===== src/rtl/fss_pkg.sv =====
`timescale 1ns / 1ps
`default_nettype none

package fss_pkg;

  // Field and register widths.
  localparam int unsigned HAY_W      = 8;
  localparam int unsigned HIT_W      = 16;
  localparam int unsigned SCORE_W    = 19;
  localparam int unsigned LEN_W      = 6;
  localparam int unsigned CFG_W      = 64;
  localparam int unsigned CFG_IDX_W  = 3;
  localparam int unsigned CHARS_PER_REG = CFG_W / HAY_W;

  // Register indexes of the configuration port.
  localparam logic [CFG_IDX_W-1:0] REG_NEEDLE_LENGTH = 3'd0;
  localparam logic [CFG_IDX_W-1:0] REG_CHARS_A       = 3'd1;
  localparam logic [CFG_IDX_W-1:0] REG_CHARS_B       = 3'd2;
  localparam logic [CFG_IDX_W-1:0] REG_CHARS_C       = 3'd3;
  localparam logic [CFG_IDX_W-1:0] REG_CHARS_D       = 3'd4;

  // Parameter defaults.
  localparam int unsigned NEEDLE_MAX_DFLT      = 32;
  localparam int unsigned HITS_TABLE_SIZE_DFLT = 1024;

  // Score accumulation, in tenths.
  localparam int unsigned TENTHS_W   = 10;
  localparam int unsigned TENTHS_MAX = 1023;
  localparam int unsigned RAW_W      = 11;
  localparam int unsigned ADD_W      = 5;
  localparam int unsigned BONUS_MATCH  = 10;
  localparam int unsigned BONUS_CONSEC = 5;
  localparam int unsigned BONUS_SEP    = 8;
  localparam int unsigned BONUS_CAMEL  = 6;
  localparam int unsigned BONUS_FIRST  = 5;

  // Final score arithmetic.
  localparam int unsigned DIV_W      = 9;
  localparam int unsigned MULT_W     = 18;
  localparam int unsigned PROD_W     = RAW_W + MULT_W;
  localparam int unsigned LOG_FRAC_W = 32;
  localparam int unsigned MID_W      = 47;
  localparam int unsigned Q16_ONE    = 65536;
  localparam int unsigned SCORE_MAX  = 524287;
  // 0.3 * log10(2) * 65536 in Q32, split into integer and fraction words.
  localparam int unsigned K_HI       = 5918;
  localparam int unsigned K_LO       = 2106847890;
  localparam int unsigned ROUND_HALF = 32'h8000_0000;

  localparam int unsigned QUEUE_DEPTH = 2;

  typedef enum logic [1:0] {
    KIND_EMPTY,
    KIND_MATCH,
    KIND_MISS
  } kind_e;

  // One finished entry, handed from the front end to the back end.
  typedef struct packed {
    kind_e                kind;
    logic [RAW_W-1:0]     raw;
    logic [HIT_W-1:0]     hits;
    logic [DIV_W-1:0]     divisor;
  } job_t;

endpackage

`default_nettype wire


===== src/rtl/fss_queue.sv =====
`timescale 1ns / 1ps
`default_nettype none

module fss_queue import fss_pkg::*; (
  input  wire logic clk_i,
  input  wire logic rst_ni,
  input  wire logic push_i,
  input  job_t      job_i,
  output logic      full_o,
  input  wire logic pop_i,
  output job_t      job_o,
  output logic      valid_o
);

  localparam int unsigned PTR_W = (QUEUE_DEPTH > 1) ? $clog2(QUEUE_DEPTH) : 1;
  localparam int unsigned CNT_W = $clog2(QUEUE_DEPTH + 1);

  job_t             entries_q [QUEUE_DEPTH];
  logic [PTR_W-1:0] wr_ptr_q, rd_ptr_q;
  logic [CNT_W-1:0] count_q;
  logic             do_pop;

  assign full_o  = (count_q == CNT_W'(QUEUE_DEPTH));
  assign valid_o = (count_q != '0);
  assign job_o   = entries_q[rd_ptr_q];
  assign do_pop  = pop_i && valid_o;

  always_ff @(posedge clk_i) begin
    if (push_i) begin
      entries_q[wr_ptr_q] <= job_i;
    end
  end

  always_ff @(posedge clk_i or negedge rst_ni) begin
    if (!rst_ni) begin
      wr_ptr_q <= '0;
      rd_ptr_q <= '0;
      count_q  <= '0;
    end else begin
      if (push_i) begin
        wr_ptr_q <= (wr_ptr_q == PTR_W'(QUEUE_DEPTH - 1)) ? '0 : wr_ptr_q + 1'b1;
      end
      if (do_pop) begin
        rd_ptr_q <= (rd_ptr_q == PTR_W'(QUEUE_DEPTH - 1)) ? '0 : rd_ptr_q + 1'b1;
      end
      if (push_i && !do_pop) begin
        count_q <= count_q + 1'b1;
      end else if (do_pop && !push_i) begin
        count_q <= count_q - 1'b1;
      end
    end
  end

  // The front end only finishes an entry while there is room for it.
  a_no_overflow: assert property (@(posedge clk_i) disable iff (!rst_ni)
    push_i |-> !full_o)
    else $error("queue written while full");

endmodule

`default_nettype wire


===== config.mk =====
export PLATFORM = sky130hd
export DESIGN_NAME = fss_queue
export DESIGN_NICKNAME = d
export VERILOG_FILES = /design/src/rtl/fss_pkg.sv /design/src/rtl/fss_queue.sv
export SDC_FILE = /design/constraint.sdc
export NUM_CORES = 1
export LEC_CHECK = 0
export ABC_CLOCK_PERIOD_IN_PS = 5400
export BUFFER_PORTS_ARGS = -buffer_cell sky130_fd_sc_hd__buf_2
export CORE_ASPECT_RATIO = 0.9
export CORE_MARGIN = 2
export CORE_UTILIZATION = 55
export DETAILED_ROUTE_END_ITERATION = 10
export PLACE_DENSITY = 0.9
export SKIP_LAST_GASP = 1
export SLEW_MARGIN = 10
export SYNTH_ARGS = -nofsm -noshare
export SYNTH_HDL_FRONTEND = slang
export SYNTH_SLANG_ARGS = --single-unit

===== constraint.sdc =====
create_clock -name clk_i -period 5.4 [get_ports clk_i]
set_input_delay 1.08 -clock clk_i [delete_from_list [all_inputs] [get_ports clk_i]]
set_output_delay 1.08 -clock clk_i [all_outputs]
set_load 0.02 [all_outputs]

==> results.json, run 1 <==
{
  "antenna_found_initial": 0,
  "post_cts_resized": 0,
  "reg2reg_depth": 1,
  "placed_cell_area_sq_um": 3440,
  "synth_compound_area_share_pct": 0,
  "yosys_warnings": 0,
  "syn_inst": 134,
  "synth_xor_area_share_pct": 1.47,
  "grt_pass1_wl_microns": 6910,
  "hold_buffers": 0,
  "initial_core_util_pct": 57.0,
  "arrival_ns": 1.93,
  "drt-total-wl_microns": 4690,
  "finalHoldViolations": 0,
  "num_vias": 1506,
  "clk_pin_slew_ns": 0.07,
  "drv_cap": 0,
  "relSlewSlack_pct": 26.6,
  "final-setup-viol-count": 0,
  "cts.sinks": 80,
  "cp_slowest_cell": "dfrtp_2",
  "cts_tree": "built",
  "worst_pin_slew_ns": 1.10,
  "gr-total-overflow": 0,
  "die_w_microns": 81.6,
  "power_density_nw_per_um2": 550,
  "seq_area_frac_synth_pct": 80.0,
  "io-pin-count": 82,
  "cp_max_fo": 39,
  "final_nets": 265,
  "cts_buffer_depth": 2,
  "finalCritPeriodShare_pct": 55.7,
  "drive_gt1_share_pct": 59.3,
  "netlist.area_leader.share_pct": 76.6,
  "yosysTopAreaCell": "edfxtp_1",
  "yosys.area_share.simple_pct": 1.09,
  "synth.area.mux_share_pct": 15.6,
  "slew_violations": 0,
  "crit_path_max_incr_delay_ns": 1.00,
  "cts_max_level": 3,
  "gp_congestion": 0.676,
  "antenna_left": 0,
  "status": "finished, final reports clean",
  "io_buffers": 81,
  "synth.distinct_cells": 15,
  "worstSkewPairLatency_ns": 0.33,
  "design_area_sq_um": 3660,
  "syn_area_per_cell_sq_um": 22.2,
  "n_antenna_cell": 0,
  "tns_ns": 0,
  "cts_root_buf": "clkbuf_8",
  "cts_setup_buffers": 0,
  "synth_area_leaders": "edfxtp_1, mux2_2, mux2_4",
  "yosys_register_bits": 80,
  "hpwlAfterDp_microns": 2980,
  "p_leak_nw": 1.43,
  "hold_depth": 1,
  "worst-setup-path-type": "flip-flop to primary output",
  "dieHeight_microns": 73.8,
  "irDropWorstVdd_v": 0.000311,
  "finalClockSkew_ns": 0.00410,
  "grt_start_max_net_pins": 40,
  "drc": 0,
  "end_kind": "primary output",
  "grt_pass1_vias": 1512,
  "path_cells": "mux2_2 -> buf_2",
  "drtIter0Drc": 46,
  "yosys.area_share.adder_pct": 0.420,
  "syn_area_sq_um": 2980,
  "max_freq_mhz": 333,
  "synth_top_family_by_area": "multiplexers",
  "first_pass_iters": 4,
  "drt-wirelength-per-cell_microns": 16.0,
  "min_period_ns": 3.01,
  "cts_buffers": 9,
  "viasPerCell": 5.14,
  "fin_total_pwr_mw": 2.01,
  "rows": 25,
  "cp-start-kind": "flip-flop",
  "worstHoldPathType": "flip-flop to flip-flop",
  "rsz0062_at_grt": "no",
  "coreArea_sq_um": 5220,
  "groute.usage.overall_pct": 16.2,
  "syn_nets": 177,
  "area_growth_syn_to_layout_pct": 22.9,
  "die_area_sq_um": 6020,
  "critPathRequiredTime_ns": 4.32,
  "hold_slack_ns": 0.485
}
==> kinds of logic after synthesis <==
| kind of cell | Yosys count |
|---|---|
| simple gates | 6 |
| flops | 80 |
| fa+ha+maj | 1 |
| mux | 38 |
| xor+xnor | 5 |
| buf+inv | 4 |
==> flip-flops by register name, summed over array words and instances (netlist names) <==
signal and count:
count_q 2, entries_q 76, rd_ptr_q 1, wr_ptr_q 1
==> power by group <==
group | leakage, nW | total, mW | switching (mW) | internal, mW
clock network | 0.111 | 0.495 | 0.191 | 0.304
logic | 0.556 | 0.591 | 0.322 | 0.269
registers | 0.759 | 0.926 | 0.0982 | 0.828
total | 1.43 | 2.01 | 0.611 | 1.40
==> metrics by stage <==
stage | utilization [%] | setup slack (ns) | instances
final | 70.1 | 2.39 | 293
after global placement | 65.8 | 2.71 | 278
after floorplan | - | 2.18 | 134
after CTS | 70.1 | 2.36 | 293
after global routing | 70.1 | 2.29 | 293
after detailed placement | 65.8 | 2.72 | 278
==> synthesized netlist by cell type, drive strengths merged <==
cell type	n
nor2b	2
ha	1
nand2	1
edfxtp	76
xnor2	2
mux2	38
nor2	1
buf	4
or2	1
and2	1
xor2	3
dfrtp	4
==> layer usage <==
layer	track usage [%]	vias to the layer above	part of all wire, %
met5	0	-	0
met4	6.78	0	1.4
met3	5.04	9	7.3
met2	26.0	63	49
met1	20.4	735	43
li1	-	699	-
==> layout by cell type (no fill, tap or decap), types with 2 or more instances in the layout <==
master,Yosys,final
buf_2,0,81
bufinv_16,0,3
clkbuf_1,0,2
clkbuf_8,0,9
dfrtp_1,4,3
edfxtp_1,76,76
mux2_2,28,28
mux2_4,10,10
xnor2_1,2,2
xor2_1,3,3
==> worst paths after layout <==
check,from,to,slack (ns)
max in group asynchronous,rst_ni,rd_ptr_q,4.72
min reg2reg,count_q[1],count_q[1],0.48
max,rd_ptr_q,job_o[33],2.39
max reg2reg,wr_ptr_q,entries_q[0][27],3.71
min in group asynchronous,rst_ni,count_q[1],0.55
min,count_q[1],count_q[1],0.48
==> area by class of cell <==
type	instances	area [sq um]
Fill cell	345	1560
Timing Repair Buffer	81	405
Clock inverter	4	93.8
Multi-Input combinational cell	50	563
Tap cell	67	83.8
Sequential cell	80	2380
Clock buffer	11	131
==> worst max-delay path, delay by kind of cell, from the launching register on <==
family | cells | cell delay (ns)
muxes | 1 | 0.43
DFF | 1 | 1.00
buffers and inverters | 1 | 0.16
No activity file was read; power rests on OpenSTA's default activity.
==> run 2: changes to the inputs <==
--- a/config.mk
+++ b/config.mk
@@ -5,13 +5,13 @@
 export SDC_FILE = /design/constraint.sdc
 export NUM_CORES = 1
 export LEC_CHECK = 0
-export ABC_CLOCK_PERIOD_IN_PS = 5400
+export ABC_CLOCK_PERIOD_IN_PS = 2500
 export BUFFER_PORTS_ARGS = -buffer_cell sky130_fd_sc_hd__buf_2
 export CORE_ASPECT_RATIO = 0.9
 export CORE_MARGIN = 2
-export CORE_UTILIZATION = 55
+export CORE_UTILIZATION = 46
 export DETAILED_ROUTE_END_ITERATION = 10
-export PLACE_DENSITY = 0.9
+export PLACE_DENSITY = 0.81
 export SKIP_LAST_GASP = 1
 export SLEW_MARGIN = 10
 export SYNTH_ARGS = -nofsm -noshare
==> constraint.sdc (replaced) <==
create_clock -name clk_i -period 2.5 [get_ports clk_i]
set_input_delay 0.5 -clock clk_i [delete_from_list [all_inputs] [get_ports clk_i]]
set_output_delay 0.5 -clock clk_i [all_outputs]
set_load 0.02 [all_outputs]
==> results.json, run 2 (synthesized netlist as in run 1, its figures left out) <==
{
  "status": "finished, final reports clean",
  "path_cells": "buf_4 -> mux2_2 -> buf_2",
  "rows": 27,
  "max_freq_mhz": 490,
  "r2r-start": "count_q[0]",
  "irDropWorstVdd_v": 0.000673,
  "n_antenna_cell": 0,
  "cp-start-kind": "flip-flop",
  "antenna_left": 0,
  "intPower_mw": 2.89,
  "clk_pin_slew_ns": 0.07,
  "cts_buffers": 9,
  "worstHoldPathType": "input pin to flip-flop",
  "end_kind": "primary output",
  "reg2reg_setup_slack_ns": 1.06,
  "critPathRequiredTime_ns": 2.00,
  "finalCritPeriodShare_pct": 81.6,
  "groute.usage.overall_pct": 14.1,
  "first_pass_iters": 4,
  "crit_path_start": "rd_ptr_q",
  "cp_slowest_cell": "dfrtp_2",
  "arrival_ns": 1.54,
  "final_nets": 270,
  "min_from": "job_i[21]",
  "cts_setup_buffers": 0,
  "power_frac_comb_pct": 35.3,
  "drt-total-wl_microns": 4740,
  "io-pin-count": 82,
  "power_frac_clock_pct": 20.5,
  "drc": 0,
  "layout_common_cells": "buf_2, edfxtp_1, mux2_2",
  "rsz0062_at_grt": "no",
  "worstSkewPairLatency_ns": 0.34,
  "hpwlAfterDp_microns": 3150,
  "min_period_ns": 2.04,
  "worst-setup-path-type": "flip-flop to primary output",
  "largest_reg_flops": 76,
  "r2r_end": "count_q[1]",
  "crit_path_max_incr_delay_ns": 0.39,
  "finalHoldViolations": 0,
  "layout_commonest_cell": "buf_2",
  "cts_buffer_depth": 2,
  "io_buffers": 81,
  "hold_slack_ns": 0.346,
  "pre_cts_ws_ns": 0.816,
  "switchingPower_mw": 1.33,
  "cts.sinks": 80,
  "p_leak_nw": 1.44,
  "final_util_pct": 60.1,
  "gp_congestion": 0.682,
  "coreArea_sq_um": 6180,
  "cts_tree": "built",
  "worst_pin_slew_ns": 0.408,
  "area_growth_syn_to_layout_pct": 24.9,
  "antenna_found_initial": 0,
  "post_cts_resized": 0,
  "fin_total_pwr_mw": 4.22,
  "power_density_nw_per_um2": 1140,
  "initial_core_util_pct": 48.2,
  "switching_share_pct": 31.5,
  "cts_max_level": 3,
  "cp_max_fo": 18,
  "crit_end": "job_o[10]",
  "relSlewSlack_pct": 72.8,
  "drv_cap": 0,
  "grt_pass1_vias": 1612,
  "drt-wirelength-per-cell_microns": 14.9,
  "power_frac_seq_pct": 44.3,
  "dieHeight_microns": 80.3,
  "grt_util_met2_pct": 22.8,
  "grt-busiest-layer": "met2",
  "fin_ws_ns": 0.460,
  "slew_violations": 0,
  "tns_ns": 0,
  "die_area_sq_um": 7130,
  "num_vias": 1503,
  "met3_usage_pct": 8.32,
  "reg2reg_depth": 6,
  "drtIter0Drc": 69,
  "finalClockSkew_ns": 0.00526,
  "grt_start_max_net_pins": 32,
  "final-setup-viol-count": 0,
  "grt_pass1_wl_microns": 7160,
  "drive_gt1_share_pct": 59.9,
  "viasPerCell": 4.71,
  "grtUsageMet1_pct": 15.8,
  "regMostFlops": "entries_q",
  "die_w_microns": 88.8,
  "top_regs": "entries_q: 76 flops, count_q: 2 flops",
  "gr-total-overflow": 0,
  "cts_root_buf": "clkbuf_8"
}
-- run 2: what timing repair did --
item | 4_1_cts | 5_1_grt
hold buffers | 1 | 0
endpoints found under the setup margin | 0 | 0
endpoints found under the hold margin | 4 | 0
-- run 2: worst min path at each step --
| stage | to | slack [ns] | cells past startpoint |
|---|---|---|---|
| floorplan | count_q[0] | 0.20 | 0 |
| global placement | count_q[1] | 0.32 | 1 |
| detailed placement | count_q[1] | 0.32 | 1 |
| CTS | entries_q[1][9] | 0.32 | 1 |
| global route | entries_q[1][9] | 0.32 | 1 |
| finish | entries_q[0][21] | 0.35 | 1 |
-- run 2: final cells by class --
type | instances | area [sq um]
multi-input combinational | 50 | 563
timing repair buffer | 86 | 483
tap | 87 | 109
clock buffer | 12 | 135
fill | 499 | 2460
clock inverter | 4 | 45.0
sequential | 80 | 2380
-- run 2: metal layers --
layer	vias to the layer above	wire [microns]
li1	706	-
met1	720	1920
met2	70	2300
met3	7	477
met4	0	50
met5	-	0
-- run 2: through the flow --
step	instance area (sq um)	std cells
finish	3720	319
floorplan	2980	134
global placement	3530	302
detailed placement	3530	302
global route	3720	319
CTS	3720	319
-- run 2: power by group through the flow --
stage	combinational [mW]	clock (mW)	sequential [mW]
floorplan	1.08	0	1.88
global placement	1.50	0	1.88
detailed placement	1.51	0	1.90
CTS	1.52	0.900	1.87
global route	1.60	0.946	1.90
finish	1.49	0.865	1.87
-- run 2: critical path: cells and delay by family, from the launching register on --
kind	cells	cell delay [ns]
mux	1	0.38
buf+inv	2	0.43
flops	1	0.39
