==> config.mk <==
export PLATFORM = sky130hd
export DESIGN_NAME = fss_back_flat
export DESIGN_NICKNAME = d
export VERILOG_FILES = /design/src/rtl/fss_pkg.sv /design/src/rtl/fss_out_if.sv /design/src/rtl/fss_back.sv /design/src/flat_wrapper.sv
export SDC_FILE = /design/constraint.sdc
export NUM_CORES = 2
export LEC_CHECK = 0
export BUFFER_PORTS_ARGS = -buffer_cell sky130_fd_sc_hd__buf_4
export CORE_MARGIN = 4
export CORE_UTILIZATION = 50
export DETAILED_ROUTE_END_ITERATION = 16
export PLACE_DENSITY = 0.65
export SLEW_MARGIN = 30
export SYNTH_ARGS = -nofsm -noshare
export SYNTH_HDL_FRONTEND = slang
export SYNTH_SLANG_ARGS = --single-unit
==> constraint.sdc <==
create_clock -name clk_i -period 11.19 [get_ports clk_i]
set_clock_uncertainty 0.2 [all_clocks]
set_input_delay 1.119 -clock clk_i [delete_from_list [all_inputs] [get_ports clk_i]]
set_output_delay 1.119 -clock clk_i [all_outputs]
set_load 0.02 [all_outputs]
==> src/rtl/fss_pkg.sv <==
`timescale 1ns / 1ps
`default_nettype none

package fss_pkg;

  // Field and register widths.
  localparam int unsigned HAY_W      = 8;
  localparam int unsigned HIT_W      = 16;
  localparam int unsigned SCORE_W    = 19;
  localparam int unsigned LEN_W      = 6;
  localparam int unsigned CFG_W      = 64;
  localparam int unsigned CFG_IDX_W  = 3;
  localparam int unsigned CHARS_PER_REG = CFG_W / HAY_W;

  // Register indexes of the configuration port.
  localparam logic [CFG_IDX_W-1:0] REG_NEEDLE_LENGTH = 3'd0;
  localparam logic [CFG_IDX_W-1:0] REG_CHARS_A       = 3'd1;
  localparam logic [CFG_IDX_W-1:0] REG_CHARS_B       = 3'd2;
  localparam logic [CFG_IDX_W-1:0] REG_CHARS_C       = 3'd3;
  localparam logic [CFG_IDX_W-1:0] REG_CHARS_D       = 3'd4;

  // Parameter defaults.
  localparam int unsigned NEEDLE_MAX_DFLT      = 32;
  localparam int unsigned HITS_TABLE_SIZE_DFLT = 1024;

  // Score accumulation, in tenths.
  localparam int unsigned TENTHS_W   = 10;
  localparam int unsigned TENTHS_MAX = 1023;
  localparam int unsigned RAW_W      = 11;
  localparam int unsigned ADD_W      = 5;
  localparam int unsigned BONUS_MATCH  = 10;
  localparam int unsigned BONUS_CONSEC = 5;
  localparam int unsigned BONUS_SEP    = 8;
  localparam int unsigned BONUS_CAMEL  = 6;
  localparam int unsigned BONUS_FIRST  = 5;

  // Final score arithmetic.
  localparam int unsigned DIV_W      = 9;
  localparam int unsigned MULT_W     = 18;
  localparam int unsigned PROD_W     = RAW_W + MULT_W;
  localparam int unsigned LOG_FRAC_W = 32;
  localparam int unsigned MID_W      = 47;
  localparam int unsigned Q16_ONE    = 65536;
  localparam int unsigned SCORE_MAX  = 524287;
  // 0.3 * log10(2) * 65536 in Q32, split into integer and fraction words.
  localparam int unsigned K_HI       = 5918;
  localparam int unsigned K_LO       = 2106847890;
  localparam int unsigned ROUND_HALF = 32'h8000_0000;

  localparam int unsigned QUEUE_DEPTH = 2;

  typedef enum logic [1:0] {
    KIND_EMPTY,
    KIND_MATCH,
    KIND_MISS
  } kind_e;

  // One finished entry, handed from the front end to the back end.
  typedef struct packed {
    kind_e                kind;
    logic [RAW_W-1:0]     raw;
    logic [HIT_W-1:0]     hits;
    logic [DIV_W-1:0]     divisor;
  } job_t;

endpackage

`default_nettype wire

==> src/rtl/fss_out_if.sv <==
`timescale 1ns / 1ps
`default_nettype none

interface fss_out_if import fss_pkg::*; ();
  logic               valid;
  logic               ready;
  logic [SCORE_W-1:0] score_q16;
  logic               matched;

  modport source (output valid, score_q16, matched, input ready);
  modport sink (input valid, score_q16, matched, output ready);
endinterface

`default_nettype wire

==> src/rtl/fss_back.sv <==
`timescale 1ns / 1ps
`default_nettype none

module fss_back import fss_pkg::*; #(
  parameter int unsigned HITS_TABLE_SIZE = HITS_TABLE_SIZE_DFLT
) (
  input  wire logic clk_i,
  input  wire logic rst_ni,
  input  job_t      job_i,
  input  wire logic job_valid_i,
  output logic      job_ready_o,
  fss_out_if.source result_o
);

  localparam int unsigned X_W    = $clog2(HITS_TABLE_SIZE + 1);
  localparam int unsigned K_W    = $clog2(X_W);
  localparam int unsigned SH_W   = $clog2(LOG_FRAC_W);
  localparam int unsigned SQ_W   = 2 * LOG_FRAC_W;
  localparam int unsigned STEP_W = $clog2((LOG_FRAC_W > PROD_W) ? LOG_FRAC_W : PROD_W);

  localparam logic [3:0] ST_IDLE = 4'd0;
  localparam logic [3:0] ST_NORM = 4'd1;
  localparam logic [3:0] ST_LOG  = 4'd2;
  localparam logic [3:0] ST_LOW  = 4'd3;
  localparam logic [3:0] ST_MID  = 4'd4;
  localparam logic [3:0] ST_MULT = 4'd5;
  localparam logic [3:0] ST_PROD = 4'd6;
  localparam logic [3:0] ST_DIV  = 4'd7;
  localparam logic [3:0] ST_DONE = 4'd8;

  logic [3:0]            state_q, state_d;
  logic [STEP_W-1:0]     step_q, step_d;
  logic [RAW_W-1:0]      raw_q, raw_d;
  logic [X_W-1:0]        x_q, x_d;
  logic [DIV_W-1:0]      div_q, div_d;
  logic [K_W-1:0]        lh_q, lh_d;
  logic [LOG_FRAC_W-1:0] m_q, m_d;
  logic [LOG_FRAC_W-1:0] frac_q, frac_d;
  logic [SQ_W-1:0]       low_q, low_d;
  logic [MID_W-1:0]      mid_q, mid_d;
  logic [MULT_W-1:0]     mult_q, mult_d;
  logic [PROD_W-1:0]     quo_q, quo_d;
  logic [DIV_W-1:0]      rem_q, rem_d;
  logic                  match_q, match_d;

  logic                  out_valid_q, out_valid_d;
  logic [SCORE_W-1:0]    out_score_q, out_score_d;
  logic                  out_match_q, out_match_d;

  logic [K_W-1:0]        lead;
  logic [SH_W-1:0]       shamt;
  logic [SQ_W-1:0]       sq_full;
  logic [LOG_FRAC_W:0]   sq_top;
  logic [MID_W-1:0]      mid_full;
  logic [DIV_W:0]        trial;
  logic                  load_out;

  assign job_ready_o = (state_q == ST_IDLE);
  assign load_out    = (state_q == ST_DONE) && (!out_valid_q || result_o.ready);

  always_comb begin
    lead = '0;
    for (int i = 0; i < X_W; i++) begin
      if (x_q[i]) begin
        lead = K_W'(i);
      end
    end
    shamt    = SH_W'(LOG_FRAC_W - 1) - SH_W'(lead);
    sq_full  = SQ_W'(m_q) * SQ_W'(m_q);
    sq_top   = sq_full[SQ_W-1:LOG_FRAC_W-1];
    mid_full = mid_q + MID_W'(lh_q) * MID_W'(K_LO);
    trial    = {rem_q, quo_q[PROD_W-1]};
  end

  always_comb begin
    state_d = state_q;
    step_d  = step_q;
    raw_d   = raw_q;
    x_d     = x_q;
    div_d   = div_q;
    lh_d    = lh_q;
    m_d     = m_q;
    frac_d  = frac_q;
    low_d   = low_q;
    mid_d   = mid_q;
    mult_d  = mult_q;
    quo_d   = quo_q;
    rem_d   = rem_q;
    match_d = match_q;

    case (state_q)
      ST_IDLE: begin
        if (job_valid_i) begin
          raw_d   = job_i.raw;
          x_d     = X_W'(job_i.hits) + X_W'(1);
          div_d   = job_i.divisor;
          case (job_i.kind)
            KIND_EMPTY: begin
              quo_d   = PROD_W'(Q16_ONE);
              match_d = 1'b1;
              state_d = ST_DONE;
            end
            KIND_MATCH: begin
              match_d = 1'b1;
              state_d = ST_NORM;
            end
            default: begin
              quo_d   = '0;
              match_d = 1'b0;
              state_d = ST_DONE;
            end
          endcase
        end
      end
      ST_NORM: begin
        m_d     = LOG_FRAC_W'(x_q) << shamt;
        lh_d    = lead;
        frac_d  = '0;
        step_d  = '0;
        state_d = ST_LOG;
      end
      ST_LOG: begin
        if (sq_top[LOG_FRAC_W]) begin
          m_d    = sq_top[LOG_FRAC_W:1];
          frac_d = {frac_q[LOG_FRAC_W-2:0], 1'b1};
        end else begin
          m_d    = sq_top[LOG_FRAC_W-1:0];
          frac_d = {frac_q[LOG_FRAC_W-2:0], 1'b0};
        end
        step_d = step_q + 1'b1;
        if (step_q == STEP_W'(LOG_FRAC_W - 1)) begin
          state_d = ST_LOW;
        end
      end
      ST_LOW: begin
        low_d   = SQ_W'(frac_q) * SQ_W'(K_LO);
        state_d = ST_MID;
      end
      ST_MID: begin
        mid_d   = MID_W'(frac_q) * MID_W'(K_HI) + MID_W'(low_q[SQ_W-1:LOG_FRAC_W])
                + MID_W'(ROUND_HALF);
        state_d = ST_MULT;
      end
      ST_MULT: begin
        mult_d  = MULT_W'(MID_W'(Q16_ONE) + MID_W'(lh_q) * MID_W'(K_HI)
                + (mid_full >> LOG_FRAC_W));
        state_d = ST_PROD;
      end
      ST_PROD: begin
        quo_d   = PROD_W'(raw_q) * PROD_W'(mult_q);
        rem_d   = '0;
        step_d  = '0;
        state_d = ST_DIV;
      end
      ST_DIV: begin
        if (trial >= (DIV_W + 1)'(div_q)) begin
          rem_d = DIV_W'(trial - (DIV_W + 1)'(div_q));
          quo_d = {quo_q[PROD_W-2:0], 1'b1};
        end else begin
          rem_d = trial[DIV_W-1:0];
          quo_d = {quo_q[PROD_W-2:0], 1'b0};
        end
        step_d = step_q + 1'b1;
        if (step_q == STEP_W'(PROD_W - 1)) begin
          state_d = ST_DONE;
        end
      end
      ST_DONE: begin
        if (load_out) begin
          state_d = ST_IDLE;
        end
      end
      default: begin
        state_d = ST_IDLE;
      end
    endcase
  end

  always_comb begin
    out_valid_d = out_valid_q;
    out_score_d = out_score_q;
    out_match_d = out_match_q;
    if (load_out) begin
      out_valid_d = 1'b1;
      out_match_d = match_q;
      out_score_d = (quo_q > PROD_W'(SCORE_MAX)) ? SCORE_W'(SCORE_MAX)
                                                : quo_q[SCORE_W-1:0];
    end else if (result_o.ready) begin
      out_valid_d = 1'b0;
    end
  end

  always_ff @(posedge clk_i or negedge rst_ni) begin
    if (!rst_ni) begin
      state_q     <= ST_IDLE;
      step_q      <= '0;
      out_valid_q <= 1'b0;
    end else begin
      state_q     <= state_d;
      step_q      <= step_d;
      out_valid_q <= out_valid_d;
    end
  end

  always_ff @(posedge clk_i) begin
    raw_q       <= raw_d;
    x_q         <= x_d;
    div_q       <= div_d;
    lh_q        <= lh_d;
    m_q         <= m_d;
    frac_q      <= frac_d;
    low_q       <= low_d;
    mid_q       <= mid_d;
    mult_q      <= mult_d;
    quo_q       <= quo_d;
    rem_q       <= rem_d;
    match_q     <= match_d;
    out_score_q <= out_score_d;
    out_match_q <= out_match_d;
  end

  assign result_o.valid     = out_valid_q;
  assign result_o.score_q16 = out_score_q;
  assign result_o.matched   = out_match_q;

  // Repeated squaring keeps the mantissa normalized to [1, 2).
  a_log_norm: assert property (@(posedge clk_i) disable iff (!rst_ni)
    state_q == ST_LOG |-> m_q[LOG_FRAC_W-1])
    else $error("log mantissa lost normalization");

  // The divider never sees a zero divisor.
  a_div_nonzero: assert property (@(posedge clk_i) disable iff (!rst_ni)
    state_q == ST_DIV |-> div_q != '0)
    else $error("zero divisor in divider");

  // A candidate that did not match always reports a zero score.
  a_miss_zero: assert property (@(posedge clk_i) disable iff (!rst_ni)
    out_valid_q && !out_match_q |-> out_score_q == '0)
    else $error("nonzero score on a miss");

endmodule

`default_nettype wire

==> src/flat_wrapper.sv <==
// flat-port wrapper written by rule: the top's interface ports become plain ports
module fss_back_flat import fss_pkg::*;
#(
  parameter int unsigned HITS_TABLE_SIZE = HITS_TABLE_SIZE_DFLT
)
  (clk_i, rst_ni, job_i, job_valid_i, job_ready_o, result_o_valid, result_o_score_q16, result_o_matched, result_o_ready);
  fss_out_if result_o_i ();
  input  wire logic clk_i;
  input  wire logic rst_ni;
  input  job_t job_i;
  input  wire logic job_valid_i;
  output logic job_ready_o;
  output wire logic [$bits(result_o_i.valid)-1:0] result_o_valid;
  output wire logic [$bits(result_o_i.score_q16)-1:0] result_o_score_q16;
  output wire logic [$bits(result_o_i.matched)-1:0] result_o_matched;
  input wire logic [$bits(result_o_i.ready)-1:0] result_o_ready;
  assign result_o_valid = result_o_i.valid;
  assign result_o_score_q16 = result_o_i.score_q16;
  assign result_o_matched = result_o_i.matched;
  assign result_o_i.ready = result_o_ready;
  fss_back #(.HITS_TABLE_SIZE(HITS_TABLE_SIZE)) u_core (.clk_i(clk_i), .rst_ni(rst_ni), .job_i(job_i), .job_valid_i(job_valid_i), .job_ready_o(job_ready_o), .result_o(result_o_i));
endmodule
==> metrics.md <==
| Metric | Value |
|---|---|
| Gp weighted congestion | `0.986` |
| First-pass GRT wire length | `301,000 µm` |
| Wire length per cell | `20.3 µm` |
| Metal2 WL | `around 90,000 µm` |
| Detail Placement HPWL | `161,000 µm` |
| CTS sink cnt | `262` |
| Max-Cap Viols | `0` |
| Largest net degree at the start of global routing | `65` |
| Post-synth top area cell | `fa_1` |
| Post-Syn Area | `72,600 µm²` |
| Die X | `just under 400 µm` |
| Global route total overflow | `0` |
| # hold bufs at CTS | `0` |
| Syn-to-layout area delta | `5.76%` |
| Core area | `144,000 µm²` |
| Pins Over Slew Limit | `0` |
| Final setup viols | `0` |
| Total GRT Usage | `between 20% and 30%` |
| Bufs on Longest Clock Path | `3` |
| IO Pins | `64` |
| Starting Density | `50.5%` |
| First-pass detailed-route iteration total | `5` |
| Total wire length | `between 150,000 and 200,000 µm` |
| M1 WL | `80,100 µm` |
| Worst-Skew Late Latency | `0.60 ns` |
| Level count of the clock H-tree | `2` |
| Drt first-iter violations | `around 3,200` |
| Top cells by area, synth | `fa_1 (42%), ha_1 (16%), edfxtp_1 (10%)` |
| Max frequency | `95.7 MHz` |
| Top_reg_cell synth | `edfxtp_1` |
| CTS clock-pin slew for the worst setup and hold paths | `approximately 0.06 ns` |
| Yosys top cell area share | `42.3%` |
| Root Buffer | `clkbuf_16` |
| Layout cells sized above 1 | `3.80%` |
| Die Height | `389 µm` |
| Post-CTS sizing | `0` |
| Met3 routed WL | `12,500 µm` |
| Worst Setup End Kind | `flop` |
| Design area | `76,700 µm²` |
| Top-count cell post-synth | `inv_1` |
| Cell Area, Placed | `75,500 µm²` |
| Routed via count | `between 40,000 and 50,000` |
| Async set-reset flop share out of synthesis | `under 10%` |
| Post-Place Setup Slack | `0.821 ns` |
| Setup_tns | `0 ns` |
| Util after Layout | `53.4%` |
| Number of synthesized register bits | `between 200 and 300` |
| Status | `completed` |
| Input/output buffers | `58` |
| WP data arrival | `10.55 ns` |
| CTS tree | `built` |
| Final worst slack | `0.741 ns` |
| Ys Warns | `0` |
| Nets | `between 9,000 and 10,000` |
| Startpoint type of the worst setup path | `flop` |
| Die area | `151,000 µm²` |
| Row cnt | `139` |
| Post-synthesis cell count | `7,270` |
| Vias per inst | `about 5.3` |
| Number of buffers added for setup after CTS | `0` |
| Hold Vio Cnt, Final | `0` |
| Crit Path Max Fanout | `17` |
| Netlist cell types | `~90` |
| Required @ worst endpoint | `11.29 ns` |
| RSZ-0062 raised after global routing | `no` |
| Vias in the first global route | `53,700` |
| EDFF count, synth | `approximately 250` |
| Most frequent cells after synthesis | `inv_1 (1,970), fa_1 (1,532), ha_1 (951), nand2_1 (483), and2_1 (335)` |
| Routed Antenna Nets | `0` |
| Worst-margin pin slew | `approximately 1.0 ns` |
| Uppermost layer routed | `met4` |
| DRC Markers | `0` |
| Slew headroom | `30.5%` |
| Tmin final | `10.45 ns` |
| CTS buffer count | `36` |
| Worst hold path type | `input pin to asynchronous set/reset pin` |
| Avg Inst Size Synth | `9.98 µm²` |
| Initial antenna violation count | `5` |
| Post-route clock period utilization | `93.4%` |
| CP Class | `flop to flop` |
| Seq/Total Area, Yosys | `10.8%` |
flip-flops by register name (all words and copies together), names as in the netlist:
name / flops
u_core.result_o.matched: 1
u_core.step_q: 5
u_core.result_o.valid: 1
u_core.raw_q: 11
u_core.m_q: 32
u_core.rem_q: 9
u_core.lh_q: 4
u_core.x_q: 11
u_core.div_q: 9
u_core.result_o.score_q16: 19
u_core.mid_q: 46
u_core.low_q: 30
u_core.state_q: 4
u_core.mult_q: 18
u_core.match_q: 1
u_core.quo_q: 29
u_core.frac_q: 32
worst paths after layout:
| kind | start | slack [ns] | to | depth (start not counted) |
|---|---|---|---|---|
| max | u_core.m_q[6] | 0.74 | u_core.m_q[26] | 26 |
| min | rst_ni | 0.15 | u_core.result_o.valid | 1 |
| max reg2reg | u_core.m_q[6] | 0.74 | u_core.m_q[26] | 26 |
| max in group asynchronous | rst_ni | 10.48 | u_core.step_q[0] | 1 |
| min reg2reg | u_core.match_q | 0.23 | u_core.result_o.matched | 0 |
| min in group clk_i | u_core.match_q | 0.23 | u_core.result_o.matched | 0 |
cell type report:
| class | count | area, µm² |
|---|---|---|
| Sequential cell | 262 | 7820 |
| Fill cell | 12900 | 67100 |
| Clock inverter | 25 | 317 |
| Timing Repair Buffer | 144 | 1130 |
| Multi-Input combinational cell | 4871 | 56800 |
| Clock buffer | 39 | 912 |
| Tap cell | 1903 | 2380 |
| Antenna cell | 1 | 2.50 |
| Inverter | 1974 | 7410 |
cells in the final DEF (no fill, tap or decap), types with 12 or more instances in the layout:
cell type and count:
or2_2 34, nor2b_1 50, and3_1 20, o21ai_0 107
nand3_1 49, edfxtp_1 252, nor3_1 45, o31ai_1 15
nand4_1 34, o21a_1 31, xor2_1 90, a211oi_1 26
clkbuf_16 36, nor2_1 234, buf_4 140, mux2i_1 20
fa_1 1532, a21o_1 138, inv_1 1970, nand2_1 483
a21oi_1 212, o21bai_1 25, nand2b_1 34, ha_1 951
and2_1 334, a221oi_1 12, a31oi_1 16, xnor2_1 170
a22o_1 28
critical path, cell delays in order (launching register included):
cell,delay [ns]
edfxtp_1,0.75
inv_1,0.39
nor2_1,0.34
fa_1,0.47
fa_1,0.51
fa_1,0.52
inv_1,0.05
fa_1,0.48
inv_1,0.06
fa_1,0.49
fa_1,0.56
fa_1,0.44
fa_1,0.44
ha_1,0.30
a21o_1,0.18
a21o_1,0.19
a2111oi_0,0.44
o41ai_1,0.24
o31ai_1,0.83
o21bai_1,0.16
buf_4,0.20
a2111o_1,0.45
a31oi_1,0.28
xnor2_2,0.36
nand2_1,0.41
nor4_1,0.32
nor4_1,0.10
kinds of logic (layout without fill, tap and decap cells):
kind of cell             after synthesis  after routing  share of synthesized area [%]
buffers and inverters               2138           2182                           11.1
AND/OR/NAND/NOR                     1377           1377                           9.32
flip-flops                           262            262                           10.8
XOR/XNOR                             262            262                           3.17
multiplexers                          31             31                          0.493
AO/OA/AOI/OAI                        715            715                           6.48
adder cells (fa/ha/maj)             2484           2484                           58.7
other                                  1              3                        0.00517
stage by stage:
step / cells / hold WS, ns
final: 9219 / 0.153
after global routing: 9218 / 0.131
after CTS: 9217 / 0.109
after detailed placement: 9153 / 0.219
after global placement: 9153 / 0.222
after floorplan: 7271 / 0.200
routing by layer:
layer / up-vias / track usage, %
li1: 22400 / -
met5: - / 0
met4: 0 / 6.90
met3: 278 / 3.72
met1: 25300 / 35.7
met2: 1416 / 42.4
Power is left out: the tool's default activity adds up to more than one toggle a clock period on the data nets, which glitch-free logic cannot reach.
