--- config.mk ---
export PLATFORM = sky130hd
export DESIGN_NAME = fss_front_flat
export DESIGN_NICKNAME = d
export VERILOG_FILES = /design/src/rtl/fss_pkg.sv /design/src/rtl/fss_in_if.sv /design/src/rtl/fss_front.sv /design/src/flat_wrapper.sv
export SDC_FILE = /design/constraint.sdc
export NUM_CORES = 1
export LEC_CHECK = 0
export ABC_AREA = 0
export BUFFER_PORTS_ARGS = -buffer_cell sky130_fd_sc_hd__buf_4
export CORE_MARGIN = 5
export CORE_UTILIZATION = 54
export CTS_CLUSTER_SIZE = 16
export DETAILED_ROUTE_END_ITERATION = 12
export HOLD_SLACK_MARGIN = 0.03
export PLACE_DENSITY = 0.81
export SETUP_SLACK_MARGIN = 0.15
export SYNTH_ARGS = -nofsm -noshare
export SYNTH_HDL_FRONTEND = slang
export SYNTH_SLANG_ARGS = --single-unit
--- constraint.sdc ---
create_clock -name clk_i -period 7.05 [get_ports clk_i]
set_input_delay 1.41 -clock clk_i [delete_from_list [all_inputs] [get_ports clk_i]]
set_output_delay 1.41 -clock clk_i [all_outputs]
set_load 0.02 [all_outputs]
--- src/rtl/fss_pkg.sv ---
`timescale 1ns / 1ps
`default_nettype none

package fss_pkg;

  // Field and register widths.
  localparam int unsigned HAY_W      = 8;
  localparam int unsigned HIT_W      = 16;
  localparam int unsigned SCORE_W    = 19;
  localparam int unsigned LEN_W      = 6;
  localparam int unsigned CFG_W      = 64;
  localparam int unsigned CFG_IDX_W  = 3;
  localparam int unsigned CHARS_PER_REG = CFG_W / HAY_W;

  // Register indexes of the configuration port.
  localparam logic [CFG_IDX_W-1:0] REG_NEEDLE_LENGTH = 3'd0;
  localparam logic [CFG_IDX_W-1:0] REG_CHARS_A       = 3'd1;
  localparam logic [CFG_IDX_W-1:0] REG_CHARS_B       = 3'd2;
  localparam logic [CFG_IDX_W-1:0] REG_CHARS_C       = 3'd3;
  localparam logic [CFG_IDX_W-1:0] REG_CHARS_D       = 3'd4;

  // Parameter defaults.
  localparam int unsigned NEEDLE_MAX_DFLT      = 32;
  localparam int unsigned HITS_TABLE_SIZE_DFLT = 1024;

  // Score accumulation, in tenths.
  localparam int unsigned TENTHS_W   = 10;
  localparam int unsigned TENTHS_MAX = 1023;
  localparam int unsigned RAW_W      = 11;
  localparam int unsigned ADD_W      = 5;
  localparam int unsigned BONUS_MATCH  = 10;
  localparam int unsigned BONUS_CONSEC = 5;
  localparam int unsigned BONUS_SEP    = 8;
  localparam int unsigned BONUS_CAMEL  = 6;
  localparam int unsigned BONUS_FIRST  = 5;

  // Final score arithmetic.
  localparam int unsigned DIV_W      = 9;
  localparam int unsigned MULT_W     = 18;
  localparam int unsigned PROD_W     = RAW_W + MULT_W;
  localparam int unsigned LOG_FRAC_W = 32;
  localparam int unsigned MID_W      = 47;
  localparam int unsigned Q16_ONE    = 65536;
  localparam int unsigned SCORE_MAX  = 524287;
  // 0.3 * log10(2) * 65536 in Q32, split into integer and fraction words.
  localparam int unsigned K_HI       = 5918;
  localparam int unsigned K_LO       = 2106847890;
  localparam int unsigned ROUND_HALF = 32'h8000_0000;

  localparam int unsigned QUEUE_DEPTH = 2;

  typedef enum logic [1:0] {
    KIND_EMPTY,
    KIND_MATCH,
    KIND_MISS
  } kind_e;

  // One finished entry, handed from the front end to the back end.
  typedef struct packed {
    kind_e                kind;
    logic [RAW_W-1:0]     raw;
    logic [HIT_W-1:0]     hits;
    logic [DIV_W-1:0]     divisor;
  } job_t;

endpackage

`default_nettype wire

--- src/rtl/fss_in_if.sv ---
`timescale 1ns / 1ps
`default_nettype none

interface fss_in_if import fss_pkg::*; ();
  logic             valid;
  logic             ready;
  logic [HAY_W-1:0] hay_char;
  logic             end_of_entry;
  logic [HIT_W-1:0] hit_count;

  modport source (output valid, hay_char, end_of_entry, hit_count, input ready);
  modport sink (input valid, hay_char, end_of_entry, hit_count, output ready);
endinterface

`default_nettype wire

--- src/rtl/fss_front.sv ---
`timescale 1ns / 1ps
`default_nettype none

module fss_front import fss_pkg::*; #(
  parameter int unsigned NEEDLE_MAX      = NEEDLE_MAX_DFLT,
  parameter int unsigned HITS_TABLE_SIZE = HITS_TABLE_SIZE_DFLT
) (
  input  wire logic                 clk_i,
  input  wire logic                 rst_ni,
  input  wire logic                 cfg_we_i,
  input  wire logic [CFG_IDX_W-1:0] cfg_idx_i,
  input  wire logic [CFG_W-1:0]     cfg_wdata_i,
  fss_in_if.sink                    item_i,
  output job_t                      job_o,
  output logic                      job_valid_o,
  input  wire logic                 job_ready_i
);

  localparam int unsigned IDX_W = (NEEDLE_MAX > 1) ? $clog2(NEEDLE_MAX) : 1;

  function automatic logic [HAY_W-1:0] fold_case(input logic [HAY_W-1:0] c);
    if (c inside {[8'h41:8'h5a]}) begin
      return c + 8'h20;
    end
    return c;
  endfunction

  // Dash, underscore, period, space, slash and backslash.
  function automatic logic is_sep(input logic [HAY_W-1:0] c);
    return c inside {8'h2d, 8'h5f, 8'h2e, 8'h20, 8'h2f, 8'h5c};
  endfunction

  logic [LEN_W-1:0] needle_length_q;
  logic [HAY_W-1:0] needle_q [NEEDLE_MAX];

  logic [LEN_W-1:0]    match_index_q, match_index_d;
  logic                last_match_q, last_match_d;
  logic [HAY_W-1:0]    prev_char_q, prev_char_d;
  logic                at_start_q, at_start_d;
  logic                first_zero_q, first_zero_d;
  logic [TENTHS_W-1:0] tenths_q, tenths_d;

  logic [LEN_W-1:0]    len_eff;
  logic [HAY_W-1:0]    hay;
  logic [HAY_W-1:0]    nchar;
  logic                hit;
  logic [ADD_W-1:0]    add;
  logic [RAW_W-1:0]    tenths_sum;
  logic [TENTHS_W-1:0] tenths_upd;
  logic [LEN_W-1:0]    index_upd;
  logic                first_upd;
  logic                accept;

  always_ff @(posedge clk_i or negedge rst_ni) begin
    if (!rst_ni) begin
      needle_length_q <= '0;
      for (int j = 0; j < NEEDLE_MAX; j++) begin
        needle_q[j] <= '0;
      end
    end else if (cfg_we_i) begin
      if (cfg_idx_i == REG_NEEDLE_LENGTH) begin
        needle_length_q <= cfg_wdata_i[LEN_W-1:0];
      end
      for (int j = 0; j < NEEDLE_MAX; j++) begin
        if (cfg_idx_i == CFG_IDX_W'(int'(REG_CHARS_A) + j / CHARS_PER_REG)) begin
          needle_q[j] <= cfg_wdata_i[HAY_W*(j % CHARS_PER_REG) +: HAY_W];
        end
      end
    end
  end

  assign accept       = item_i.valid && item_i.ready;
  assign item_i.ready = job_ready_i;

  always_comb begin
    hay     = item_i.hay_char;
    len_eff = needle_length_q;
    if (needle_length_q > LEN_W'(NEEDLE_MAX)) begin
      len_eff = LEN_W'(NEEDLE_MAX);
    end
    nchar = needle_q[match_index_q[IDX_W-1:0]];
    hit   = (match_index_q < len_eff) && (fold_case(nchar) == fold_case(hay));

    add = '0;
    if (hit) begin
      add = ADD_W'(BONUS_MATCH);
      if (last_match_q) begin
        add = add + ADD_W'(BONUS_CONSEC);
      end
      if (!at_start_q) begin
        if (is_sep(prev_char_q)) begin
          add = add + ADD_W'(BONUS_SEP);
        end else if ((hay inside {[8'h41:8'h5a]}) && (prev_char_q inside {[8'h61:8'h7a]})) begin
          add = add + ADD_W'(BONUS_CAMEL);
        end
      end
    end
    tenths_sum = RAW_W'(tenths_q) + RAW_W'(add);
    tenths_upd = (tenths_sum > RAW_W'(TENTHS_MAX)) ? TENTHS_W'(TENTHS_MAX)
                                                   : tenths_sum[TENTHS_W-1:0];
    index_upd  = hit ? match_index_q + 1'b1 : match_index_q;
    first_upd  = first_zero_q || (hit && at_start_q);

    match_index_d = match_index_q;
    last_match_d  = last_match_q;
    prev_char_d   = prev_char_q;
    at_start_d    = at_start_q;
    first_zero_d  = first_zero_q;
    tenths_d      = tenths_q;
    if (accept) begin
      if (item_i.end_of_entry) begin
        match_index_d = '0;
        last_match_d  = 1'b0;
        prev_char_d   = '0;
        at_start_d    = 1'b1;
        first_zero_d  = 1'b0;
        tenths_d      = '0;
      end else begin
        match_index_d = index_upd;
        last_match_d  = hit;
        prev_char_d   = hay;
        at_start_d    = 1'b0;
        first_zero_d  = first_upd;
        tenths_d      = tenths_upd;
      end
    end

    job_valid_o = accept && item_i.end_of_entry;
    if (len_eff == '0) begin
      job_o.kind = KIND_EMPTY;
    end else if (index_upd >= len_eff) begin
      job_o.kind = KIND_MATCH;
    end else begin
      job_o.kind = KIND_MISS;
    end
    job_o.raw = RAW_W'(tenths_upd) + (first_upd ? RAW_W'(BONUS_FIRST) : RAW_W'(0));
    if (32'(item_i.hit_count) > HITS_TABLE_SIZE - 1) begin
      job_o.hits = HIT_W'(HITS_TABLE_SIZE - 1);
    end else begin
      job_o.hits = item_i.hit_count;
    end
    job_o.divisor = DIV_W'((DIV_W'(len_eff) + DIV_W'(1)) * DIV_W'(10));
  end

  always_ff @(posedge clk_i or negedge rst_ni) begin
    if (!rst_ni) begin
      match_index_q <= '0;
      last_match_q  <= 1'b0;
      prev_char_q   <= '0;
      at_start_q    <= 1'b1;
      first_zero_q  <= 1'b0;
      tenths_q      <= '0;
    end else begin
      match_index_q <= match_index_d;
      last_match_q  <= last_match_d;
      prev_char_q   <= prev_char_d;
      at_start_q    <= at_start_d;
      first_zero_q  <= first_zero_d;
      tenths_q      <= tenths_d;
    end
  end

  // The match position never runs past the longest possible needle.
  a_index_range: assert property (@(posedge clk_i) disable iff (!rst_ni)
    match_index_q <= LEN_W'(NEEDLE_MAX))
    else $error("match index beyond needle");

endmodule

`default_nettype wire

--- src/flat_wrapper.sv ---
// flat-port wrapper written by rule: the top's interface ports become plain ports
module fss_front_flat import fss_pkg::*;
#(
  parameter int unsigned NEEDLE_MAX      = NEEDLE_MAX_DFLT,
  parameter int unsigned HITS_TABLE_SIZE = HITS_TABLE_SIZE_DFLT
)
  (clk_i, rst_ni, cfg_we_i, cfg_idx_i, cfg_wdata_i, job_o, job_valid_o, job_ready_i, item_i_valid, item_i_hay_char, item_i_end_of_entry, item_i_hit_count, item_i_ready);
  fss_in_if item_i_i ();
  input  wire logic clk_i;
  input  wire logic rst_ni;
  input  wire logic cfg_we_i;
  input  wire logic [CFG_IDX_W-1:0] cfg_idx_i;
  input  wire logic [CFG_W-1:0] cfg_wdata_i;
  output job_t job_o;
  output logic job_valid_o;
  input  wire logic job_ready_i;
  input wire logic [$bits(item_i_i.valid)-1:0] item_i_valid;
  input wire logic [$bits(item_i_i.hay_char)-1:0] item_i_hay_char;
  input wire logic [$bits(item_i_i.end_of_entry)-1:0] item_i_end_of_entry;
  input wire logic [$bits(item_i_i.hit_count)-1:0] item_i_hit_count;
  output wire logic [$bits(item_i_i.ready)-1:0] item_i_ready;
  assign item_i_i.valid = item_i_valid;
  assign item_i_i.hay_char = item_i_hay_char;
  assign item_i_i.end_of_entry = item_i_end_of_entry;
  assign item_i_i.hit_count = item_i_hit_count;
  assign item_i_ready = item_i_i.ready;
  fss_front #(.NEEDLE_MAX(NEEDLE_MAX), .HITS_TABLE_SIZE(HITS_TABLE_SIZE)) u_core (.clk_i(clk_i), .rst_ni(rst_ni), .cfg_we_i(cfg_we_i), .cfg_idx_i(cfg_idx_i), .cfg_wdata_i(cfg_wdata_i), .item_i(item_i_i), .job_o(job_o), .job_valid_o(job_valid_o), .job_ready_i(job_ready_i));
endmodule
==> results.json, run 1 <==
{
  "status": "finished with violations",
  "violations": "negative setup slack",
  "first_pass_iters": 5,
  "die_area_sq_um": 30530,
  "yosys-top-cells-area": "dfrtp_1 (49%), mux2_2 (21%), mux4_2 (6.9%)",
  "ys_warn_count": 0,
  "startpoint": "u_core.match_index_q[0]",
  "grt_pass1_wl_mm": 57.44,
  "drv_cap": 0,
  "power_density_nw_per_um2": 307.9,
  "worstMarginPinSlew_ns": 1.230,
  "fp.dieW_um": 174.7,
  "wire_per_inst_um": 21.96,
  "drc": 0,
  "port_buffers": 129,
  "placeableCoreArea_sq_um": 26800,
  "cts_buffers": 29,
  "ys_seq_area_share_pct": 49.36,
  "startpoint_type": "flip-flop",
  "drive_above_1_share_pct": 48.51,
  "drv_slew": 0,
  "synth_top_area_share_pct": 49.18,
  "hpwl_mm": 24.18,
  "h-tree-depth": 1,
  "end_kind": "primary output",
  "wirelength_mm": 36.33,
  "synth_enable_flop_cells": 0,
  "drt_iter0_markers": 723,
  "synth_flop_cell": "dfrtp_1",
  "synthToLayoutAreaGrowth_pct": 21.91,
  "finalCriticalPeriod_ns": 7.396,
  "synth_area_sq_um": 14650,
  "io_pins": 137,
  "yosys_register_bits": 289,
  "setup_viol": 10,
  "vias_per_cell": 6.049,
  "clockBufferDepth": 3,
  "grt_usage_pct": 23.18,
  "final_nets": 1422,
  "critPathKind": "reg -> out",
  "clockRootBuffer": "clkbuf_16",
  "initial_core_util_pct": 54.68,
  "rsz0062_at_grt": "yes",
  "fin_crit_sh_pct": 104.9,
  "gp_congestion": 0.8686,
  "setup_ws_ns": -0.3463,
  "synthArstFlopShare_pct": 100.0,
  "syn_avg_cell_area_sq_um": 13.17,
  "n_fill_cell": 1852,
  "grt_max_degree": 125,
  "overflow": 0,
  "antenna_cells": 0,
  "skew_ns": 0.02296,
  "fmax_mhz": 135.2,
  "cts.hold.buffers_added": 0,
  "required_ns": 5.64,
  "vias": 10005,
  "worstHoldStart": "u_core.first_zero_q",
  "crit_fanout": 6,
  "regToRegSetupSlack_ns": 1.69,
  "slew_headroom_pct": 17.85,
  "antenna_found_initial": 6,
  "synth_largest_area_cell": "dfrtp_1",
  "clkLatencyLatePin_ns": 0.57,
  "arrival_ns": 5.99,
  "dp_slack_ns": -0.1222,
  "timing.rr.start": "u_core.match_index_q[0]",
  "antenna_left": 0,
  "ys_types": 67,
  "fp.dieH_um": 174.7,
  "row_count": 60,
  "yosys.cell_count.top_type": "dfrtp_1",
  "fin_util_pct": 66.66,
  "synth_cells": 1113,
  "setup_tns_ns": -2.407,
  "finalHoldViolations": 0,
  "p_leak_nw": 7.738,
  "min_path_type": "reg -> reg",
  "cts_tree": "done",
  "clock-sinks": 289,
  "clk_pin_slew_ns": 0.07,
  "grt_pass1_vias": 10611,
  "ir_worst_vdd_mv": 0.1964,
  "ys_top_cells_by_count": "dfrtp_1 (288), mux2_2 (267), nand2_1 (65)"
}
[critical path, cell delays in order (launching register included)]
cell	delay, ns
dfrtp_4	0.55
buf_12	0.16
buf_12	0.12
mux4_2	0.47
mux4_2	0.50
mux2i_1	0.18
buf_4	0.17
buf_4	0.12
xor2_1	0.18
inv_2	0.10
nor4b_4	0.24
mux2_4	0.22
nand2_4	0.07
nor2_2	0.17
ha_1	0.26
a21o_1	0.19
a21oi_2	0.20
o21bai_1	0.10
a21oi_1	0.18
buf_4	0.17
xnor2_1	0.17
a31oi_2	0.15
or3_4	0.42
xnor2_2	0.15
buf_4	0.15
[power by group]
part	internal (W)	switching, W	total (W)
Sequential	0.00200	0.000205	0.00221
Clock	0.00103	0.000673	0.00170
Combinational	0.000841	0.000753	0.00159
Total	0.00387	0.00163	0.00550
[logic make-up (layout without fill, tap and decap cells)]
group | Yosys count | in the layout | share of synthesized area (%)
other | 1 | 8 | 0.02559
AO/OA/AOI/OAI | 124 | 124 | 5.755
AND/OR/NAND/NOR | 189 | 189 | 6.429
adder cells (fa/ha/maj) | 35 | 35 | 3.091
multiplexers | 359 | 359 | 30.75
XOR/XNOR | 29 | 29 | 1.733
buffers and inverters | 87 | 280 | 2.852
flip-flops | 289 | 289 | 49.36
[layout make-up]
class	instances	area (sq um)	area share, %
Clock buffer	38	839.6	4.700
Clock inverter	16	229.0	1.282
Inverter	24	90.09	0.5043
Multi-Input combinational cell	744	7386	41.34
Sequential cell	289	7238	40.52
Tap cell	341	426.7	2.388
Timing Repair Buffer	202	1655	9.266
[flip-flops by register name (all words and copies together) (netlist names)]
name                    cells
u_core.last_match_q         1
u_core.first_zero_q         1
u_core.needle_length_q      6
u_core.prev_char_q          8
u_core.needle_q           256
u_core.tenths_q            10
u_core.match_index_q        6
u_core.at_start_q           1
[path summary, 6_finish.rpt]
kind / to / depth (start not counted)
max in group asynchronous: u_core.match_index_q[0] / 2
hold reg to reg: u_core.first_zero_q / 2
hold / removal: u_core.first_zero_q / 2
setup / recovery: job_o[33] / 24
min in group asynchronous: u_core.needle_q[198] / 1
setup reg to reg: u_core.tenths_q[9] / 25
[cell usage in the layout, fill, tap and decap left out, types with 9 or more instances in the layout]
| cell | n |
|---|---|
| or2_2 | 11 |
| a21oi_1 | 13 |
| nor2b_1 | 9 |
| inv_1 | 20 |
| o21ai_0 | 19 |
| buf_4 | 183 |
| xnor2_1 | 14 |
| mux2_2 | 265 |
| ha_1 | 27 |
| dfrtp_1 | 286 |
| a21o_1 | 9 |
| nand2_1 | 63 |
| a22oi_1 | 17 |
| mux2i_1 | 43 |
| o22ai_1 | 13 |
| mux4_2 | 45 |
| clkbuf_16 | 29 |
| buf_6 | 11 |
| nor2_1 | 31 |
[what timing repair did]
item	4_1_cts	5_1_grt
resized for setup	36	28
pin swaps	18	22
gates cloned	1	0
buffers inserted	19	5
endpoints found under the setup margin	13	13
[metrics by stage]
step	cell area (sq um)	std cells	power, W	hold WS, ns
2_1_floorplan	14780	1120	0.003156	0.4603
3_3_place_gp	16260	1575	0.003596	0.4814
3_5_place_dp	16260	1575	0.003668	0.4891
4_1_cts	17680	1649	0.005472	0.5048
5_1_grt	17860	1654	0.005747	0.5146
6_report	17860	1654	0.005501	0.5020
[per-layer routing]
layer	global-route usage [%]	wire [um]	vias to the layer above
met3	5.084	2118	99
met1	30.64	15130	5112
li1	-	-	4433
met4	7.267	1277	12
met2	38.62	17700	349
met5	0	96	-
Note: power is estimated with default switching activity, not from simulation.
==> run 2, diff against run 1 <==
Settings changed: SETUP_SLACK_MARGIN 0.15 to 0.1.
==> results.json, run 2 (synthesis results as in run 1) <==
{
  "clockRootBuffer": "clkbuf_16",
  "antenna_found_initial": 2,
  "drive_above_1_share_pct": 50.78,
  "clockBufferDepth": 3,
  "critPathKind": "reg -> out",
  "drc": 0,
  "grt_usage_pct": 23.94,
  "top_regs": "u_core.needle_q (256), u_core.tenths_q (10), u_core.prev_char_q (8)",
  "fp.dieW_um": 174.7,
  "slowest_delay_ns": 0.53,
  "most-common-layout-cells": "dfrtp_1 (286), mux2_2 (265), buf_4 (208), nand2_1 (63), mux4_2 (45)",
  "io_pins": 137,
  "fin_crit_sh_pct": 107.9,
  "arrival_ns": 6.20,
  "placeableCoreArea_sq_um": 26800,
  "rsz0062_at_grt": "yes",
  "cts_tree": "done",
  "p_leak_nw": 7.973,
  "wirelength_mm": 38.69,
  "slowest_stage": "mux4_2",
  "ir_worst_vdd_mv": 0.1968,
  "hold_path_end": "u_core.needle_q[237]",
  "setup_viol": 12,
  "vias_per_cell": 6.128,
  "worstMarginPinSlew_ns": 1.193,
  "hpwl_mm": 24.23,
  "gp_congestion": 0.8460,
  "n_fill_cell": 1738,
  "violations": "negative setup slack",
  "layout_commonest_cell": "dfrtp_1",
  "clk_pin_slew_ns": 0.06,
  "regToRegSetupSlack_ns": -0.31,
  "clkLatencyLatePin_ns": 0.57,
  "largest_reg_flops": 256,
  "fmax_mhz": 131.4,
  "status": "finished with violations",
  "vias": 10381,
  "setup_ws_ns": -0.5589,
  "synthToLayoutAreaGrowth_pct": 25.03,
  "overflow": 0,
  "dp_slack_ns": -0.1511,
  "die_area_sq_um": 30530,
  "timing.rr.start": "u_core.match_index_q[0]",
  "hold_ws_ns": 0.5015,
  "port_buffers": 129,
  "row_count": 60,
  "grt_pass1_vias": 10828,
  "antenna_cells": 0,
  "clock-sinks": 289,
  "skew_ns": 0.01525,
  "end_kind": "primary output",
  "first_pass_iters": 5,
  "finalHoldViolations": 0,
  "worstHoldStart": "u_core.needle_q[237]",
  "grt_pass1_wl_mm": 59.24,
  "slew_headroom_pct": 20.30,
  "final_nets": 1462,
  "top_register": "u_core.needle_q",
  "startpoint_type": "flip-flop",
  "crit_fanout": 8,
  "cts_buffers": 29,
  "drv_cap": 0,
  "finalCriticalPeriod_ns": 7.609,
  "initial_core_util_pct": 54.68,
  "antenna_left": 0,
  "ff2ff_path_depth": 44,
  "hold_depth": 1,
  "r2r-end": "u_core.tenths_q[0]",
  "h-tree-depth": 1,
  "fp.dieH_um": 174.7,
  "required_ns": 5.64,
  "grt_max_degree": 134,
  "min_path_type": "reg -> reg",
  "drt_iter0_markers": 947,
  "power_density_nw_per_um2": 297.5,
  "wire_per_inst_um": 22.84,
  "drv_slew": 0
}
[run 2: cell type report]
| type | instances | area, sq um | area share (%) |
|---|---|---|---|
| multi-input combinational | 744 | 7505 | 40.96 |
| sequential | 289 | 7238 | 39.51 |
| timing repair buffer | 242 | 2090 | 11.40 |
| clock buffer | 42 | 844.6 | 4.610 |
| tap | 341 | 426.7 | 2.329 |
| clock inverter | 12 | 127.6 | 0.6966 |
| inverter | 24 | 90.09 | 0.4917 |
[run 2: worst max-delay path: cells and delay by family (launching register included)]
kind / cells / cell delay [ns]
compound gates: 4 / 0.89
mux: 4 / 1.55
flops: 1 / 0.48
buf+inv: 6 / 0.71
simple gates: 8 / 0.88
fa+ha+maj: 4 / 0.96
xor+xnor: 1 / 0.15
[run 2: through the flow]
stage	setup TNS, ns	utilization (%)	area, sq um	cells	power (W)
finish	-4.302	68.36	18320	1694	0.005450
detailed placement	-0.1936	60.85	16310	1578	0.003665
CTS	-2.143	66.98	17950	1681	0.005368
global route	-5.996	68.36	18320	1694	0.005705
global placement	0	60.85	16310	1578	0.003587
floorplan	0	-	14770	1120	0.003156
[run 2: power breakdown]
part	total (W)	switching (W)	internal [W]
registers	0.00221	0.000207	0.00200
logic	0.00168	0.000779	0.000898
clock network	0.00156	0.000656	0.000907
total	0.00545	0.00164	0.00381
[run 2: routing by layer]
| layer | wire, um | global-route usage [%] | share of wire, % | up-vias |
|---|---|---|---|---|
| met5 | 27 | 0 | 0.070 | - |
| met3 | 2307 | 4.111 | 6.0 | 114 |
| li1 | - | - | - | 4531 |
| met1 | 15650 | 31.70 | 40 | 5333 |
| met2 | 19100 | 40.34 | 49 | 399 |
| met4 | 1602 | 8.216 | 4.1 | 4 |
[run 2: worst max-delay path by stage]
stage / from / endpoint / slack, ns / cells after the start
3_3_place_gp: item_i_hay_char[1] / job_o[33] / 0.03 / 26
6_report: u_core.match_index_q[0] / job_o[34] / -0.56 / 27
4_1_cts: u_core.match_index_q[0] / job_o[33] / -0.31 / 26
2_1_floorplan: item_i_hay_char[1] / job_o[33] / 0.14 / 23
3_5_place_dp: item_i_hay_char[1] / job_o[33] / -0.15 / 26
5_1_grt: u_core.match_index_q[0] / job_o[34] / -0.69 / 27
[run 2: repair_timing]
action,in CTS,in global routing
cloned,3,1
pin swaps,26,36
hold buffers,0,0
setup buffers,46,15
setup endpoints to repair,12,14
gates resized for setup,51,49
